File: src/mbrc_pkg.sv
// ============================================================================
// mbrc_pkg: shared definitions for the masked blend with ratio correction
// Channel widths, lane count, pipeline depths and the arithmetic helpers
// used by the per-channel lanes.
// ============================================================================
package mbrc_pkg;

    localparam int CHAN_W         = 8;
    localparam int NUM_LANES      = 3;
    localparam int PIX_W          = CHAN_W * NUM_LANES;
    localparam int PROD_W         = 2 * CHAN_W;
    localparam int BITS_PER_STAGE = 2;
    localparam int DIV_STAGES     = CHAN_W / BITS_PER_STAGE;
    // Multiply stage, divider stages, blend product stage.
    localparam int LANE_STAGES    = DIV_STAGES + 2;

    localparam logic [CHAN_W-1:0] CHAN_MAX = {CHAN_W{1'b1}};

    typedef logic [CHAN_W-1:0] t_chan;

    // One restoring division step. The partial remainder is below the divisor
    // on entry, so the shifted remainder fits CHAN_W+1 bits and the new one CHAN_W.
    // Returns {quotient bit, new remainder}.
    function automatic logic [CHAN_W:0] div_step(input t_chan rem, input logic nb,
                                                 input t_chan dv);
        logic [CHAN_W:0] t;
        logic [CHAN_W:0] diff;
        t    = {rem, nb};
        diff = t - {1'b0, dv};
        if (t >= {1'b0, dv}) begin
            return {1'b1, diff[CHAN_W-1:0]};
        end else begin
            return {1'b0, t[CHAN_W-1:0]};
        end
    endfunction

    // Exact floor(x / 255) for 16-bit x up to 255 * 255: (x + (x >> 8) + 1) >> 8.
    function automatic t_chan div255(input logic [PROD_W-1:0] x);
        logic [PROD_W:0] s;
        s = {1'b0, x} + {{(CHAN_W+1){1'b0}}, x[PROD_W-1:CHAN_W]} + {{PROD_W{1'b0}}, 1'b1};
        return s[PROD_W-1:CHAN_W];
    endfunction

endpackage

File: src/mbrc_lane.sv
// ============================================================================
// mbrc_lane: one color channel of the blend pipeline
// Multiplies overlay by blurred base, divides by the blurred overlay two
// quotient bits per stage, saturates, then forms the two blend products.
// ============================================================================
module mbrc_lane
    import mbrc_pkg::*;
(
    input  logic  i_clk,
    input  t_chan i_base,
    input  t_chan i_base_blur,
    input  t_chan i_over,
    input  t_chan i_over_blur,
    input  t_chan i_mask,
    output t_chan o_result
);

    // Divider pipeline registers, index 0 holds the multiply stage output.
    t_chan r_rem  [0:DIV_STAGES];
    t_chan r_plo  [0:DIV_STAGES];
    t_chan r_quo  [0:DIV_STAGES];
    t_chan r_dv   [0:DIV_STAGES];
    t_chan r_base [0:DIV_STAGES];
    t_chan r_mask [0:DIV_STAGES];
    logic  r_sat  [0:DIV_STAGES];

    logic [PROD_W-1:0] n_prod;
    logic [PROD_W-1:0] r_pa;
    logic [PROD_W-1:0] r_pc;
    logic [PROD_W:0]   w_sum;
    t_chan             w_corr;

    assign n_prod = PROD_W'(i_over) * PROD_W'(i_base_blur);

    always_ff @(posedge i_clk) begin
        r_rem[0]  <= n_prod[PROD_W-1:CHAN_W];
        r_plo[0]  <= n_prod[CHAN_W-1:0];
        r_quo[0]  <= '0;
        r_dv[0]   <= (i_over_blur == '0) ? t_chan'(1) : i_over_blur;
        r_base[0] <= i_base;
        r_mask[0] <= i_mask;
        r_sat[0]  <= 1'b0;
    end

    genvar k;
    generate
        for (k = 0; k < DIV_STAGES; k++) begin : g_div
            t_chan n_rem;
            t_chan n_plo;
            t_chan n_quo;

            always_comb begin
                logic [CHAN_W:0] step;
                n_rem = r_rem[k];
                n_plo = r_plo[k];
                n_quo = r_quo[k];
                for (int j = 0; j < BITS_PER_STAGE; j++) begin
                    step  = div_step(n_rem, n_plo[CHAN_W-1], r_dv[k]);
                    n_rem = step[CHAN_W-1:0];
                    n_quo = {n_quo[CHAN_W-2:0], step[CHAN_W]};
                    n_plo = {n_plo[CHAN_W-2:0], 1'b0};
                end
            end

            always_ff @(posedge i_clk) begin
                r_rem[k+1]  <= n_rem;
                r_plo[k+1]  <= n_plo;
                r_quo[k+1]  <= n_quo;
                r_dv[k+1]   <= r_dv[k];
                r_base[k+1] <= r_base[k];
                r_mask[k+1] <= r_mask[k];
                if (k == 0) begin
                    // Quotient would not fit a channel: clamp later.
                    r_sat[k+1] <= (r_rem[k] >= r_dv[k]);
                end else begin
                    r_sat[k+1] <= r_sat[k];
                end
            end
        end
    endgenerate

    assign w_corr = r_sat[DIV_STAGES] ? CHAN_MAX : r_quo[DIV_STAGES];

    always_ff @(posedge i_clk) begin
        r_pa <= PROD_W'(r_base[DIV_STAGES]) * PROD_W'(CHAN_MAX - r_mask[DIV_STAGES]);
        r_pc <= PROD_W'(w_corr) * PROD_W'(r_mask[DIV_STAGES]);
    end

    // The two products sum to at most 255 * 255, so 16 bits hold the total.
    assign w_sum    = {1'b0, r_pa} + {1'b0, r_pc};
    assign o_result = div255(w_sum[PROD_W-1:0]);

endmodule

File: src/mbrc_merge.sv
// ============================================================================
// mbrc_merge: result register for the blend lanes
// Packs the per-channel lane results into one pixel and registers it with
// its strobe.
// ============================================================================
module mbrc_merge
    import mbrc_pkg::*;
(
    input  logic                    i_clk,
    input  logic                    i_rst_n,
    input  logic                    i_valid,
    input  t_chan [NUM_LANES-1:0]   i_lane_res,
    output logic                    o_valid,
    output logic [PIX_W-1:0]        o_pixel
);

    logic             r_valid;
    logic [PIX_W-1:0] r_pixel;

    always_ff @(posedge i_clk) begin
        if (!i_rst_n) begin
            r_valid <= 1'b0;
        end else begin
            r_valid <= i_valid;
        end
    end

    // Channel 0 lands in the low bits.
    always_ff @(posedge i_clk) begin
        r_pixel <= i_lane_res;
    end

    assign o_valid = r_valid;
    assign o_pixel = r_pixel;

endmodule

File: src/masked_blend_with_ratio_correction_unit.sv
// ============================================================================
// masked_blend_with_ratio_correction_unit: masked overlay blend, gain corrected
// Blends an overlay pixel over a base pixel under an 8-bit mask after
// correcting the overlay color by the blurred base to blurred overlay ratio.
// ============================================================================
//
// Usage:
// A request carries one pixel position: base, blurred base, overlay and
// blurred overlay pixels (three 8-bit channels each, channel 0 in the low
// bits) and a mask level. It is taken at a rising edge where start is high
// and busy is low. Busy never rises, so a new request may be issued every
// cycle and the unit sustains one pixel per clock.
// Each channel runs in its own lane: an 8x8 multiply, a four-stage restoring
// divider retiring two quotient bits per stage, and a blend product stage;
// a merge register joins the three lanes. A request's data passes the
// multiply register, the divider stage registers, the blend product
// register and the merge register, and is then shown on o_blended_pixel
// with o_valid high. Results leave in request order.
// The receiver cannot stall; every result is shown for exactly one cycle.
// A synchronous reset clears the valid pipeline, dropping requests in flight.
//
module masked_blend_with_ratio_correction_unit
    import mbrc_pkg::*;
(
    input  logic             i_clk,
    input  logic             i_rst_n,
    input  logic             start,
    output logic             busy,
    input  logic [PIX_W-1:0] i_base_pixel,
    input  logic [PIX_W-1:0] i_base_blur_pixel,
    input  logic [PIX_W-1:0] i_over_pixel,
    input  logic [PIX_W-1:0] i_over_blur_pixel,
    input  logic [CHAN_W-1:0] i_mask_level,
    output logic             o_valid,
    output logic [PIX_W-1:0] o_blended_pixel
);

    // The pipeline never holds back, so requests are always accepted.
    assign busy = 1'b0;

    // Valid bits travel alongside the lane data registers.
    logic [LANE_STAGES-1:0] r_vld;
    logic                   w_accept;

    assign w_accept = start && !busy;

    always_ff @(posedge i_clk) begin
        if (!i_rst_n) begin
            r_vld <= '0;
        end else begin
            r_vld <= {r_vld[LANE_STAGES-2:0], w_accept};
        end
    end

    t_chan [NUM_LANES-1:0] w_lane_res;

    genvar c;
    generate
        for (c = 0; c < NUM_LANES; c++) begin : g_lane
            mbrc_lane u_lane (
                .i_clk       (i_clk),
                .i_base      (i_base_pixel[c*CHAN_W +: CHAN_W]),
                .i_base_blur (i_base_blur_pixel[c*CHAN_W +: CHAN_W]),
                .i_over      (i_over_pixel[c*CHAN_W +: CHAN_W]),
                .i_over_blur (i_over_blur_pixel[c*CHAN_W +: CHAN_W]),
                .i_mask      (i_mask_level),
                .o_result    (w_lane_res[c])
            );
        end
    endgenerate

    mbrc_merge u_merge (
        .i_clk      (i_clk),
        .i_rst_n    (i_rst_n),
        .i_valid    (r_vld[LANE_STAGES-1]),
        .i_lane_res (w_lane_res),
        .o_valid    (o_valid),
        .o_pixel    (o_blended_pixel)
    );

endmodule

File: config.mk
export PLATFORM = sky130hd
export DESIGN_NAME = masked_blend_with_ratio_correction_unit
export DESIGN_NICKNAME = d
export VERILOG_FILES = /design/src/mbrc_pkg.sv /design/src/mbrc_lane.sv /design/src/mbrc_merge.sv /design/src/masked_blend_with_ratio_correction_unit.sv
export SDC_FILE = /design/constraint.sdc
export NUM_CORES = 2
export LEC_CHECK = 0
export BUFFER_PORTS_ARGS = -buffer_cell sky130_fd_sc_hd__buf_2
export CAP_MARGIN = 0
export CORE_ASPECT_RATIO = 1.1
export CORE_MARGIN = 2
export CORE_UTILIZATION = 58
export CTS_BUF_LIST = sky130_fd_sc_hd__clkbuf_16
export DETAILED_ROUTE_END_ITERATION = 12
export PLACE_DENSITY = 0.85
export SYNTH_ARGS = -nofsm -noshare
export SYNTH_HDL_FRONTEND = slang
export SYNTH_SLANG_ARGS = --single-unit
File: constraint.sdc
create_clock -name i_clk -period 4.5 [get_ports i_clk]
set_input_delay 0.9 -clock i_clk [delete_from_list [all_inputs] [get_ports i_clk]]
set_output_delay 0.9 -clock i_clk [all_outputs]
set_load 0.02 [all_outputs]
==> impl_metrics.env <==
export IMPL_yosysUniqueCellTypes=66
export IMPL_syn_avg_cell_area_um2=9.735
export IMPL_antenna_found_initial=10
export IMPL_grt_overflow=0
export IMPL_rrSetupSlack_ns=-0.21
export IMPL_die_area_um2=77340
export IMPL_rows=105
export IMPL_cts_tree="done"
export IMPL_rsz0062_at_grt="yes"
export IMPL_synth_top_area_share=0.2807
export IMPL_vias_per_cell=5.309
export IMPL_synth_edff_count=0
export IMPL_synth_ff_type="dfxtp_1"
export IMPL_hp_start="g_lane[0].u_lane.r_sat[0][2]"
export IMPL_dp_hpwl_um=69240
export IMPL_clk_pin_slew_ns=0.06
export IMPL_setup_ws_ns=-0.2126
export IMPL_firstDrtPassIters=6
export IMPL_cp_data_arrival_time_ns=5.21
export IMPL_mappedNetlistArea_um2=43570
export IMPL_clkSinkCount=611
export IMPL_drtIter0Drc=1212
export IMPL_hold_violations=0
export IMPL_grt_start_max_net_pins=26
export IMPL_worstSetupEndpointType="flip-flop"
export IMPL_violations="capacitance limit, slew limit, setup timing"
export IMPL_reg2reg_from="g_lane[0].u_lane.r_mask[4][2]"
export IMPL_yosysWarnings=0
export IMPL_fp_dieH_um=291.5
export IMPL_yosys_top_cells_count="703 x inv_1, 612 x ha_1, 611 x dfxtp_1, 351 x fa_1, 349 x nor2b_1"
export IMPL_max_slew_margin=-0.06986
export IMPL_insertion_delay_ns=0.63
export IMPL_yosysMostFrequentCell="inv_1"
export IMPL_synth_area_leaders="dfxtp_1 28%, ha_1 18%, fa_1 16%"
export IMPL_min_path_type="reg2reg"
export IMPL_grt_pass1_vias=33180
export IMPL_status="finished, violations left"
export IMPL_met3_usage=0.03401
export IMPL_num_vias=31620
export IMPL_fin_nets=6006
export IMPL_min_period_ns=4.713
export IMPL_whs_endpoint="g_lane[0].u_lane.r_sat[0][3]"
export IMPL_startpoint_type="flip-flop"
export IMPL_initial_core_util=0.5850
export IMPL_drv_slew=3
export IMPL_use_met2=0.4400
export IMPL_routedWlPerCell_um=15.54
export IMPL_yosysTopAreaCell="dfxtp_1"
export IMPL_grt_pass1_wl_um=149800
export IMPL_synth_nets=5546
export IMPL_path_max_fanout=7
export IMPL_fin_crit_sh=1.047
export IMPL_worst_pin_slew_ns=1.564
export IMPL_yosysSeqAreaShare=0.2807
export IMPL_clockBufferDepth=3
export IMPL_numPortBuffers=131
export IMPL_worstReg2RegEnd="g_lane[1].u_lane.r_pc[14]"
export IMPL_cts_buffers=67
export IMPL_grt_busiest_layer="met2"
export IMPL_fp_dieW_um=265.3
export IMPL_final_layout_size_suffix_gt1_frac=0.1940
export IMPL_core_area_um2=74490
export IMPL_maxCapViolCount=1
export IMPL_cts_hold_buf=0
export IMPL_grtUsageMet1=0.2587
export IMPL_cts_max_level=3
export IMPL_antenna_left=0
export IMPL_area_growth_pct=18.17
export IMPL_finalClockSkew_ns=0.02157
export IMPL_ys_async_sr_fraction=0
export IMPL_wl_um=92550
export IMPL_cts_root_buf="clkbuf_16"
export IMPL_timing_fmax_mhz=212.2
export IMPL_worstSetupPathType="reg2reg"
export IMPL_r2r_worst_path_cells=20
export IMPL_synth_seq_cells=611
export IMPL_io_pins=133
export IMPL_place_ws_ns=-0.5995
export IMPL_drc=0
export IMPL_hold_depth=0
export IMPL_cp_data_required_time_ns=5.00
export IMPL_gp_congestion=0.8731
export IMPL_synth_cells=4476
export IMPL_setup_viol=7
export IMPL_grt_usage=0.2310
layout by cell type, fill, tap and decap left out, types with 129 or more instances in the layout:
master / Yosys / routed
ha_1: 612 / 581
fa_1: 351 / 334
xnor2_1: 179 / 173
nor2b_1: 349 / 327
and2_1: 178 / 176
dfxtp_1: 611 / 594
nor2_1: 226 / 203
inv_1: 703 / 689
buf_2: 4 / 129
a21oi_1: 155 / 138
buf_4: 2 / 299
area by class of cell:
cell class	count	area, um2
Antenna cell	3	7.507
Clock buffer	67	1677
Clock inverter	56	534.3
Fill cell	5096	23000
Inverter	703	2639
Multi-Input combinational cell	3087	29660
Sequential cell	611	12270
Tap cell	963	1205
Timing Repair Buffer	466	3502
flip-flops by register name, summed over array words and instances (netlist names), 40 cells and up:
name                  flops
g_lane.u_lane.r_pa       48
g_lane.u_lane.r_rem      96
g_lane.u_lane.r_quo      60
g_lane.u_lane.r_pc       48
g_lane.u_lane.r_dv       96
g_lane.u_lane.r_mask     40
g_lane.u_lane.r_base    120
g_lane.u_lane.r_plo      60
worst max-delay path: stages, from the launching register on:
cell and delay (ns):
dfxtp_2 0.34, buf_12 0.14, buf_12 0.12, clkbuf_16 0.15
nor2b_1 0.14, ha_1 0.19, fa_1 0.44, ha_1 0.29
inv_1 0.05, fa_1 0.49, inv_1 0.05, ha_1 0.26
a21o_1 0.18, a21oi_1 0.22, nand2b_1 0.21, a21boi_4 0.08
o311a_1 0.39, o21a_1 0.22, o21a_1 0.21, o41ai_2 0.32
xnor2_1 0.11
logic make-up after synthesis:
kind of cell	after synthesis	synth area share
adder cells (fa/ha/maj)	963	0.3370
AO/OA/AOI/OAI	553	0.08103
buffers and inverters	780	0.06765
other	1	0.00008606
multiplexers	143	0.03684
flip-flops	611	0.2807
AND/OR/NAND/NOR	1186	0.1487
XOR/XNOR	239	0.04804
through the flow:
stage	instance area (um2)	util	hold WS (ns)	std cells	setup TNS, ns
after floorplan	43910	-	0.3095	4476	-0.4046
after global placement	47530	0.6380	0.3100	5765	-4.286
after detailed placement	47530	0.6380	0.3121	5765	-7.852
after CTS	50060	0.6720	0.3074	5901	-0.4614
after global routing	51490	0.6912	0.3210	5955	-4.558
final	51490	0.6913	0.3160	5956	-0.8973
what timing repair did:
item,4_1_cts,5_1_grt
setup buffers,12,48
cloned,1,5
pin swaps,26,124
setup endpoints to repair,41,120
gates resized for setup,67,269
worst max-delay path by stage:
| stage | endpoint | slack, ns | start | cells after the start |
|---|---|---|---|---|
| 2_1_floorplan | g_lane[0].u_lane.r_rem[0][6] | -0.24 | i_over_pixel[5] | 16 |
| 3_3_place_gp | g_lane[0].u_lane.r_rem[0][6] | -0.48 | i_base_blur_pixel[2] | 17 |
| 3_5_place_dp | g_lane[0].u_lane.r_rem[0][7] | -0.60 | i_base_blur_pixel[4] | 18 |
| 4_1_cts | g_lane[2].u_lane.r_pa[15] | -0.12 | g_lane[0].u_lane.r_mask[4][0] | 19 |
| 5_1_grt | g_lane[1].u_lane.r_pc[14] | -0.41 | g_lane[0].u_lane.r_mask[4][2] | 20 |
| 6_report | g_lane[1].u_lane.r_pc[14] | -0.21 | g_lane[0].u_lane.r_mask[4][2] | 20 |
per-layer routing:
metal | up-vias | part of all wire
met5 | - | 0.0011
met4 | 14 | 0.035
met3 | 235 | 0.036
met2 | 574 | 0.53
met1 | 15340 | 0.40
li1 | 15460 | -
Power is left out: the tool's default activity adds up to more than one toggle a clock period on the data nets, which glitch-free logic cannot reach.
